[config.mk]
export PLATFORM = sky130hd
export DESIGN_NAME = bit_field_extractor_top
export DESIGN_NICKNAME = d
export VERILOG_FILES = /design/src/rtl/bfe_pkg.sv /design/src/rtl/bit_field_extractor_top.sv /design/src/rtl/bfe_byte_ram.sv /design/src/rtl/bfe_fmt.sv
export SDC_FILE = /design/constraint.sdc
export NUM_CORES = 2
export LEC_CHECK = 0
export BUFFER_PORTS_ARGS = -buffer_cell sky130_fd_sc_hd__buf_4
export CORE_MARGIN = 2
export CORE_UTILIZATION = 52
export CTS_CLUSTER_DIAMETER = 150
export DETAILED_ROUTE_END_ITERATION = 10
export PLACE_DENSITY_LB_ADDON = 0.1
export SLEW_MARGIN = 20
export SYNTH_ARGS = -nofsm -noshare
export SYNTH_HDL_FRONTEND = slang
export SYNTH_HIERARCHICAL = 1
export SYNTH_SLANG_ARGS = --single-unit
[constraint.sdc]
create_clock -name clk -period 3.8 [get_ports clk]
set_input_delay 0.38 -clock clk [delete_from_list [all_inputs] [get_ports clk]]
set_output_delay 0.38 -clock clk [all_outputs]
set_load 0.005 [all_outputs]
[src/rtl/bfe_pkg.sv]
`default_nettype none

package bfe_pkg;

    typedef enum logic [2:0]
    {
        ST_IDLE,
        ST_READ,
        ST_WAIT,
        ST_START,
        ST_FMT,
        ST_OUT
    } state_t;

    // request kinds
    localparam logic KIND_LOAD = 1'b0;
    localparam logic KIND_READ = 1'b1;

    // error codes
    localparam logic [1:0] ERR_OK    = 2'd0;
    localparam logic [1:0] ERR_ZERO  = 2'd1;
    localparam logic [1:0] ERR_RANGE = 2'd2;
    localparam logic [1:0] ERR_WIDE  = 2'd3;

    // type selects
    localparam logic [2:0] SEL_U8  = 3'd0;
    localparam logic [2:0] SEL_U16 = 3'd1;
    localparam logic [2:0] SEL_U32 = 3'd2;
    localparam logic [2:0] SEL_U64 = 3'd3;
    localparam logic [2:0] SEL_S32 = 3'd4;

    // register indexes
    localparam logic REG_BIT_ORDER   = 1'b0;
    localparam logic REG_DATA_LENGTH = 1'b1;

    // formatting request handed to the format pipeline
    typedef struct packed
    {
        logic [2:0] rsh;
        logic [6:0] len;
        logic       little;
        logic       sext;
    } fmt_req_t;

    function automatic logic [6:0] type_limit(input logic [2:0] sel);
        logic [6:0] lim;
        begin
            case (sel)
                SEL_U8:  lim = 7'd8;
                SEL_U16: lim = 7'd16;
                SEL_U32: lim = 7'd32;
                SEL_U64: lim = 7'd64;
                SEL_S32: lim = 7'd32;
                default: lim = 7'd0;
            endcase
            return lim;
        end
    endfunction

    // ones in the low len bits
    function automatic logic [63:0] len_mask(input logic [6:0] len);
        logic [63:0] m;
        begin
            if (len[6])
            begin
                m = '1;
            end
            else
            begin
                m = (64'd1 << len[5:0]) - 64'd1;
            end
            return m;
        end
    endfunction

endpackage

`default_nettype wire

[src/rtl/bit_field_extractor_top.sv]
// bit field extractor
// input stream (s_*): one request per beat, s_tuser is the kind, 0 load and 1 read.
// a load writes byte_value to buffer byte byte_index and gives no result. a read
// returns one result on the output stream (m_*): the field of bit_length bits at
// bit_offset (bit 0 is the msb of byte 0), big or little order per bit_order,
// limited by type_sel, and an error code.
// a read needs n = ceil(((bit_offset mod 8) + bit_length) / 8) buffer bytes, up to
// nine, fetched one per cycle from the byte ram's single read port. the window then
// passes a wait state, a start state and the format pipeline into the output
// register, and the next request is taken once the result is there. a read that fails
// its checks skips the ram and goes straight to the output register, then the next
// request is taken.
// the apb port holds bit_order (0x0) and data_length (0x4); write them only
// while the block is idle.
// reset clears the control state and the registers; the buffer is not cleared
// and a byte must be loaded before any read covers it.
// a stalled receiver holds the result in the output register; a further read
// finishes its work and then waits until that register frees up.
`default_nettype none

module bit_field_extractor_top
    import bfe_pkg::*;
#(
    parameter int BUF_BYTES = 256
)
(
    input  wire logic        clk,
    input  wire logic        rst_n,
    // input stream
    input  wire logic        s_tvalid,
    output logic             s_tready,
    // [7:0] byte_index, [15:8] byte_value, [26:16] bit_offset,
    // [33:27] bit_length, [36:34] type_sel, [39:37] zero
    input  wire logic [39:0] s_tdata,
    // [0] kind
    input  wire logic        s_tuser,
    // output stream
    output logic             m_tvalid,
    input  wire logic        m_tready,
    // [63:0] field_value, [65:64] error_code, [71:66] zero
    output logic      [71:0] m_tdata,
    // register port
    input  wire logic        psel,
    input  wire logic        penable,
    input  wire logic        pwrite,
    input  wire logic [2:0]  paddr,
    input  wire logic [31:0] pwdata,
    output logic      [31:0] prdata,
    output logic             pready
);

    localparam int AW = (BUF_BYTES > 1) ? $clog2(BUF_BYTES) : 1;
    localparam logic [12:0] BUF_LIM = 13'(BUF_BYTES);

    // request fields
    logic [7:0]  byte_index;
    logic [7:0]  byte_value;
    logic [10:0] bit_offset;
    logic [6:0]  bit_length;
    logic [2:0]  type_sel;

    assign byte_index = s_tdata[7:0];
    assign byte_value = s_tdata[15:8];
    assign bit_offset = s_tdata[26:16];
    assign bit_length = s_tdata[33:27];
    assign type_sel   = s_tdata[36:34];

    state_t state_reg, state_next;

    // configuration registers
    logic       bit_order_reg;
    logic [8:0] data_length_reg;

    // per-read context
    logic [1:0] err_reg, err_next;
    logic [3:0] nb_reg, nb_next;
    logic [7:0] base_reg;
    logic [3:0] iss_cnt_reg;
    fmt_req_t   req_reg, req_next;

    // byte window and ram read tracking
    logic        rd_pend_reg;
    logic [71:0] acc_reg;

    // output register
    logic        m_tvalid_reg;
    logic [71:0] m_tdata_reg;

    // control decode
    logic        in_acc;
    logic        mem_we;
    logic        mem_re;
    logic        fmt_start;
    logic        out_load;
    logic [7:0]  mem_rdata;
    logic [AW-1:0] mem_raddr;
    logic        fmt_done;
    logic [63:0] fmt_value;

    // request checks
    logic [12:0] avail;
    logic [15:0] end_bit;
    logic [6:0]  tot;
    logic [7:0]  tot_up;

    assign pready = 1'b1;

    // register port: word index from paddr[2]
    always_ff @(posedge clk or negedge rst_n)
    begin
        if (!rst_n)
        begin
            bit_order_reg   <= 1'b0;
            data_length_reg <= 9'd0;
        end
        else if (psel && penable && pwrite && pready)
        begin
            if (paddr[2] == REG_DATA_LENGTH)
            begin
                data_length_reg <= pwdata[8:0];
            end
            else
            begin
                bit_order_reg <= pwdata[0];
            end
        end
    end

    assign prdata = (paddr[2] == REG_DATA_LENGTH) ? {23'd0, data_length_reg}
                                                  : {31'd0, bit_order_reg};

    // error checks on the incoming read, in priority order
    always_comb
    begin
        avail   = ({4'd0, data_length_reg} > BUF_LIM) ? BUF_LIM : {4'd0, data_length_reg};
        end_bit = {5'd0, bit_offset} + {9'd0, bit_length};
        if (type_sel == SEL_S32 && bit_length > 7'd32)
        begin
            err_next = ERR_WIDE;
        end
        else if (bit_length == 7'd0)
        begin
            err_next = ERR_ZERO;
        end
        else if (end_bit > {avail, 3'b000})
        begin
            err_next = ERR_RANGE;
        end
        else if (bit_length > type_limit(type_sel))
        begin
            err_next = ERR_WIDE;
        end
        else
        begin
            err_next = ERR_OK;
        end
    end

    // bytes spanned and trailing bits to drop in the last byte
    always_comb
    begin
        tot             = {4'd0, bit_offset[2:0]} + bit_length;
        tot_up          = {1'b0, tot} + 8'd7;
        nb_next         = tot_up[6:3];
        req_next.rsh    = 3'(3'd0 - tot[2:0]);
        req_next.len    = bit_length;
        req_next.little = bit_order_reg;
        req_next.sext   = (type_sel == SEL_S32);
    end

    // next state
    always_comb
    begin
        state_next = state_reg;
        case (state_reg)
            ST_IDLE:
            begin
                if (s_tvalid && s_tuser == KIND_READ)
                begin
                    state_next = (err_next == ERR_OK) ? ST_READ : ST_OUT;
                end
            end
            ST_READ:
            begin
                if (iss_cnt_reg == nb_reg - 4'd1)
                begin
                    state_next = ST_WAIT;
                end
            end
            ST_WAIT:
            begin
                state_next = ST_START;
            end
            ST_START:
            begin
                state_next = ST_FMT;
            end
            ST_FMT:
            begin
                if (fmt_done)
                begin
                    state_next = ST_OUT;
                end
            end
            ST_OUT:
            begin
                if (!m_tvalid_reg || m_tready)
                begin
                    state_next = ST_IDLE;
                end
            end
            default:
            begin
                state_next = ST_IDLE;
            end
        endcase
    end

    // state outputs
    always_comb
    begin
        s_tready  = (state_reg == ST_IDLE);
        mem_re    = (state_reg == ST_READ);
        fmt_start = (state_reg == ST_START);
        out_load  = (state_reg == ST_OUT) && (!m_tvalid_reg || m_tready);
    end

    assign in_acc = s_tvalid && s_tready;
    assign mem_we = in_acc && (s_tuser == KIND_LOAD) && ({5'd0, byte_index} < BUF_LIM);

    always_ff @(posedge clk or negedge rst_n)
    begin
        if (!rst_n)
        begin
            state_reg    <= ST_IDLE;
            rd_pend_reg  <= 1'b0;
            m_tvalid_reg <= 1'b0;
            iss_cnt_reg  <= 4'd0;
        end
        else
        begin
            state_reg   <= state_next;
            rd_pend_reg <= mem_re;
            if (in_acc)
            begin
                iss_cnt_reg <= 4'd0;
            end
            else if (mem_re)
            begin
                iss_cnt_reg <= iss_cnt_reg + 4'd1;
            end
            if (out_load)
            begin
                m_tvalid_reg <= 1'b1;
            end
            else if (m_tready)
            begin
                m_tvalid_reg <= 1'b0;
            end
        end
    end

    // read context and payload registers
    always_ff @(posedge clk)
    begin
        if (in_acc && s_tuser == KIND_READ)
        begin
            err_reg  <= err_next;
            nb_reg   <= nb_next;
            base_reg <= bit_offset[10:3];
            req_reg  <= req_next;
        end
        // bytes shift in msb first, the last one lands in the low byte
        if (rd_pend_reg)
        begin
            acc_reg <= {acc_reg[63:0], mem_rdata};
        end
        if (out_load)
        begin
            m_tdata_reg <= {6'd0, err_reg, (err_reg == ERR_OK) ? fmt_value : 64'd0};
        end
    end

    assign mem_raddr = AW'({1'b0, base_reg} + {5'd0, iss_cnt_reg});

    bfe_byte_ram
    #(
        .DEPTH (BUF_BYTES),
        .AW    (AW)
    )
    u_ram
    (
        .clk   (clk),
        .we    (mem_we),
        .waddr (AW'(byte_index)),
        .wdata (byte_value),
        .re    (mem_re),
        .raddr (mem_raddr),
        .rdata (mem_rdata)
    );

    bfe_fmt u_fmt
    (
        .clk    (clk),
        .rst_n  (rst_n),
        .start  (fmt_start),
        .window (acc_reg),
        .req    (req_reg),
        .done   (fmt_done),
        .value  (fmt_value)
    );

    assign m_tvalid = m_tvalid_reg;
    assign m_tdata  = m_tdata_reg;

endmodule

`default_nettype wire

[src/rtl/bfe_byte_ram.sv]
`default_nettype none

module bfe_byte_ram
    import bfe_pkg::*;
#(
    parameter int DEPTH = 256,
    parameter int AW    = 8
)
(
    input  wire logic          clk,
    input  wire logic          we,
    input  wire logic [AW-1:0] waddr,
    input  wire logic [7:0]    wdata,
    input  wire logic          re,
    input  wire logic [AW-1:0] raddr,
    output logic      [7:0]    rdata
);

    logic [7:0] mem [DEPTH];

    always_ff @(posedge clk)
    begin
        if (we)
        begin
            mem[waddr] <= wdata;
        end
    end

    // registered read port
    always_ff @(posedge clk)
    begin
        if (re)
        begin
            rdata <= mem[raddr];
        end
    end

endmodule

`default_nettype wire

[src/rtl/bfe_fmt.sv]
`default_nettype none

module bfe_fmt
    import bfe_pkg::*;
(
    input  wire logic        clk,
    input  wire logic        rst_n,
    input  wire logic        start,
    input  wire logic [71:0] window,
    input  wire fmt_req_t    req,
    output logic             done,
    output logic      [63:0] value
);

    logic        v1_reg, v2_reg, v3_reg;
    logic [63:0] s1_reg, s1_next;
    logic [63:0] s2_reg, s2_next;
    logic [63:0] s3_reg, s3_next;
    fmt_req_t    r1_reg, r2_reg;
    logic [71:0] shifted;
    logic [63:0] rev;
    logic [6:0]  rev_sh;

    always_ff @(posedge clk or negedge rst_n)
    begin
        if (!rst_n)
        begin
            v1_reg <= 1'b0;
            v2_reg <= 1'b0;
            v3_reg <= 1'b0;
        end
        else
        begin
            v1_reg <= start;
            v2_reg <= v1_reg;
            v3_reg <= v2_reg;
        end
    end

    // stage 1: drop trailing bits of the last byte, keep len bits
    always_comb
    begin
        shifted = window >> req.rsh;
        s1_next = shifted[63:0] & len_mask(req.len);
    end

    // stage 2: little order reverses the field within len bits
    always_comb
    begin
        for (int i = 0; i < 64; i++)
        begin
            rev[i] = s1_reg[63 - i];
        end
        rev_sh  = 7'd64 - r1_reg.len;
        s2_next = r1_reg.little ? (rev >> rev_sh) : s1_reg;
    end

    // stage 3: sign extension for the signed type
    always_comb
    begin
        s3_next = s2_reg;
        if (r2_reg.sext && s2_reg[r2_reg.len[5:0] - 6'd1])
        begin
            s3_next = s2_reg | ~len_mask(r2_reg.len);
        end
    end

    always_ff @(posedge clk)
    begin
        if (start)
        begin
            s1_reg <= s1_next;
            r1_reg <= req;
        end
        if (v1_reg)
        begin
            s2_reg <= s2_next;
            r2_reg <= r1_reg;
        end
        if (v2_reg)
        begin
            s3_reg <= s3_next;
        end
    end

    assign done  = v3_reg;
    assign value = s3_reg;

endmodule

`default_nettype wire

==> impl_summary.log <==
INFO  metric share_seq_of_total_power = approximately two fifths
INFO  metric timing.critical_path.fanout_max = 24
INFO  metric timing.critical_path.slowest_cell_delay = a little under 0.6 ns
INFO  metric drv_cap = 0
INFO  metric timing.critical_path.slowest_stage_cell = or2_2
INFO  metric portBuffers = between 100 and 150
INFO  metric maximum_clock_frequency = 0.2685 GHz
INFO  metric dpl.cell_count = 9187
INFO  metric hold_viol_final = 0
INFO  metric p_leak = just over 40 nW
INFO  metric route.layer.met1.wl = around 120000 µm
INFO  metric intPower = roughly 56 mW
INFO  metric boundaryPins = 190
INFO  metric die_w = 453.4 µm
INFO  metric met3_routed_length = ~20000 µm
INFO  metric grt_antenna_before_repair = 9
INFO  metric avgSynthCellArea = 17.08 µm²
INFO  metric worstPathCellList = ha_1, a21o_1, a21oi_1, nor2b_1, o21ai_0, xnor2_2, buf_12, or2_2, nor2b_1, nor4_2, buf_4, nor4_2
INFO  metric std_cell_rows = 164
INFO  metric ff_latch_area = 73460 µm²
INFO  metric net-switching-power = 24.57 mW
INFO  metric insertion_delay = 0.94 ns
INFO  metric die-area = 205600 µm²
INFO  metric grt_first_pass_wirelength = about 420000 µm
INFO  metric critPathRequiredTime = roughly 4.5 ns
INFO  metric worstSetupEndpointType = register
INFO  metric clock_tree_from_tritoncts = yes
INFO  metric gr_overflow_total = 0
INFO  metric overall_global_routing_usage = between 20% and 30%
INFO  metric final_max_slew_viol_count = 0
INFO  metric power.share.clock = 30.6%
INFO  metric net_count_reported_at_finish = between 6000 and 7000
INFO  metric clock_tree.buffer_depth = 4
INFO  metric filler_cell_count = 14770
INFO  metric final_instance_count_without_filler_cells = 9705
INFO  metric vdd_drop_max = just over 500 µV
INFO  metric cp.arrival = ~4.4 ns
INFO  metric dr_wl_met2 = 141900 µm
INFO  metric fin_worst_hold_slack = 0.03145 ns
INFO  metric vias = just over 60000
INFO  metric synth_area = 105000 µm²
INFO  metric post_route_cells_drive_above_1_share = 26.87%
INFO  metric initial_cell_density_of_the_core = 52.44%
INFO  metric cell_count_after_synthesis = 6150
INFO  metric min_period_over_period = 98.00%
INFO  metric netSwitchingFraction = 30.39%
INFO  metric setup.worst_path.class = reg2reg
INFO  metric core_region_area = 200300 µm²
INFO  metric final_worst_path_period_need = 3.724 ns
INFO  metric setup_tns = 0 ns
INFO  metric multi_input_comb_area = about 30000 µm²
INFO  metric drt_pre_antenna_iters = 5
INFO  metric worst_pin_slew = 1.103 ns
INFO  metric timing.slew.headroom = 26.47%
INFO  metric drt-initial-drc-count = between 7000 and 8000
INFO  metric avgViaCountPerCell = ~6.3
INFO  metric type_of_the_most_critical_hold_path = in2reg
INFO  metric grt_start_max_net_pins = between 100 and 150
INFO  metric gp_congestion = slightly above 0.9
INFO  metric setup_repair_after_global_routing_missed_its_margin = true
INFO  metric ctsHtreeMaxLevel = 5
INFO  metric routed_length_per_placed_instance = 29.65 µm
INFO  metric r2r_slack = ~0.076 ns
INFO  metric routed_wirelength = 287800 µm
INFO  metric comb_power_share = roughly 31%
INFO  metric hpwlAfterDp = 193600 µm
INFO  metric die_h = 453.4 µm
INFO  metric max_reg_flops = ~2000
INFO  metric numClockSinks = 2450
INFO  metric grt_pass1_vias = 60267
INFO  metric area_delta_synth_final = 16.38%
INFO  metric worst_setup_hold_path_clk_slew = 0.06 ns
INFO  metric postLayoutCoreUtil = 61.04%
INFO  metric yosysWarnings = 6
INFO  metric power-per-cell-area = 661.3 nW/µm²
INFO  metric clock_skew = 0.09217 ns
INFO  metric cp-start-kind = register
INFO  metric setup_viol = 0
INFO  metric top_layer = met5
INFO  metric clk_root_buffer_cell = clkbuf_16
INFO  metric cts_made_buffers = 274
INFO  metric antenna_violating_nets_post_route = 0
INFO  metric remaining_routing_drc_violations = 0
INFO  metric outcome = finished, final reports clean
cells in the final DEF, fill, tap and decap left out, drive strengths merged, types with 35 or more instances in the layout:
| cell type | count |
|---|---|
| a211oi | 46 |
| a21o | 60 |
| a21oi | 253 |
| a22oi | 144 |
| and2 | 101 |
| buf | 815 |
| clkbuf | 329 |
| clkinv | 116 |
| dlygate4sd3 | 37 |
| edfxtp | 2428 |
| ha | 35 |
| inv | 42 |
| mux2 | 59 |
| mux2i | 226 |
| mux4 | 531 |
| nand2 | 288 |
| nand3 | 83 |
| nor2 | 493 |
| nor2b | 54 |
| nor3 | 75 |
| o211ai | 35 |
| o21ai | 142 |
| o221ai | 73 |
| o22ai | 35 |
| xnor2 | 55 |
path summary, 6_finish.rpt:
kind                        startpoint            endpoint  cells after the start
setup / recovery           base_reg[1]      u_ram/rdata[2]                     12
hold / removal             s_tdata[11]   u_ram/mem[163][3]                      1
setup reg to reg           base_reg[1]      u_ram/rdata[2]                     12
hold reg to reg             req_reg[1]     u_fmt/r1_reg[1]                      0
max in group asynchronous        rst_n  data_length_reg[7]                      4
min in group asynchronous        rst_n         rd_pend_reg                      4
power by group through the flow:
stage	sequential (mW)	combinational [mW]	clock [mW]
floorplan	31.7	14.9	0
global placement	31.8	24.3	0
detailed placement	31.8	24.4	0
CTS	31.2	24.6	25.2
global route	31.3	26.2	26.2
finish	31.2	24.9	24.7
critical path: cells and delay by family, from the launching register on:
| family | cells | cell delay, ns |
|---|---|---|
| AOI/OAI and AO/OA | 3 | 0.64 |
| xor gates and xnor gates | 1 | 0.20 |
| DFF | 1 | 0.39 |
| adders and majority gates | 1 | 0.31 |
| and+or+nand+nor | 5 | 1.48 |
| buffers and inverters | 2 | 0.48 |
what timing repair did:
item | in CTS | in global routing
endpoints found under the setup margin | 8 | 8
endpoints found under the hold margin | 194 | 18
buffers inserted | 2 | 12
pin swaps | 0 | 6
hold buffers | 37 | 1
resized for setup | 18 | 43
through the flow:
step / worst slack [ns] / power, mW / instance area (µm²)
detailed placement: -0.2859 / 56.15 / 113100
CTS: 0.002091 / 80.99 / 121900
global placement: -0.2465 / 56.07 / 113100
finish: 0.07583 / 80.83 / 122200
floorplan: 0.06140 / 46.55 / 105100
global route: -0.002778 / 83.67 / 122200
routing by layer:
layer  global-route usage, %  vias up
li1                        -    26170
met1                   39.21    31438
met2                   45.90     2545
met3                   3.765      506
met4                   9.396        2
met5                       0        -
area by class of cell:
type                            count  area share [%]
Antenna cell                        3        0.006141
Clock buffer                      327           5.902
Clock inverter                    135          0.8526
Inverter                           40          0.1331
Multi-Input combinational cell   3240           24.16
Sequential cell                  2450           60.10
Tap cell                         2656           2.719
Timing Repair Buffer              854           6.133
Note: power is estimated with default switching activity, not from simulation.
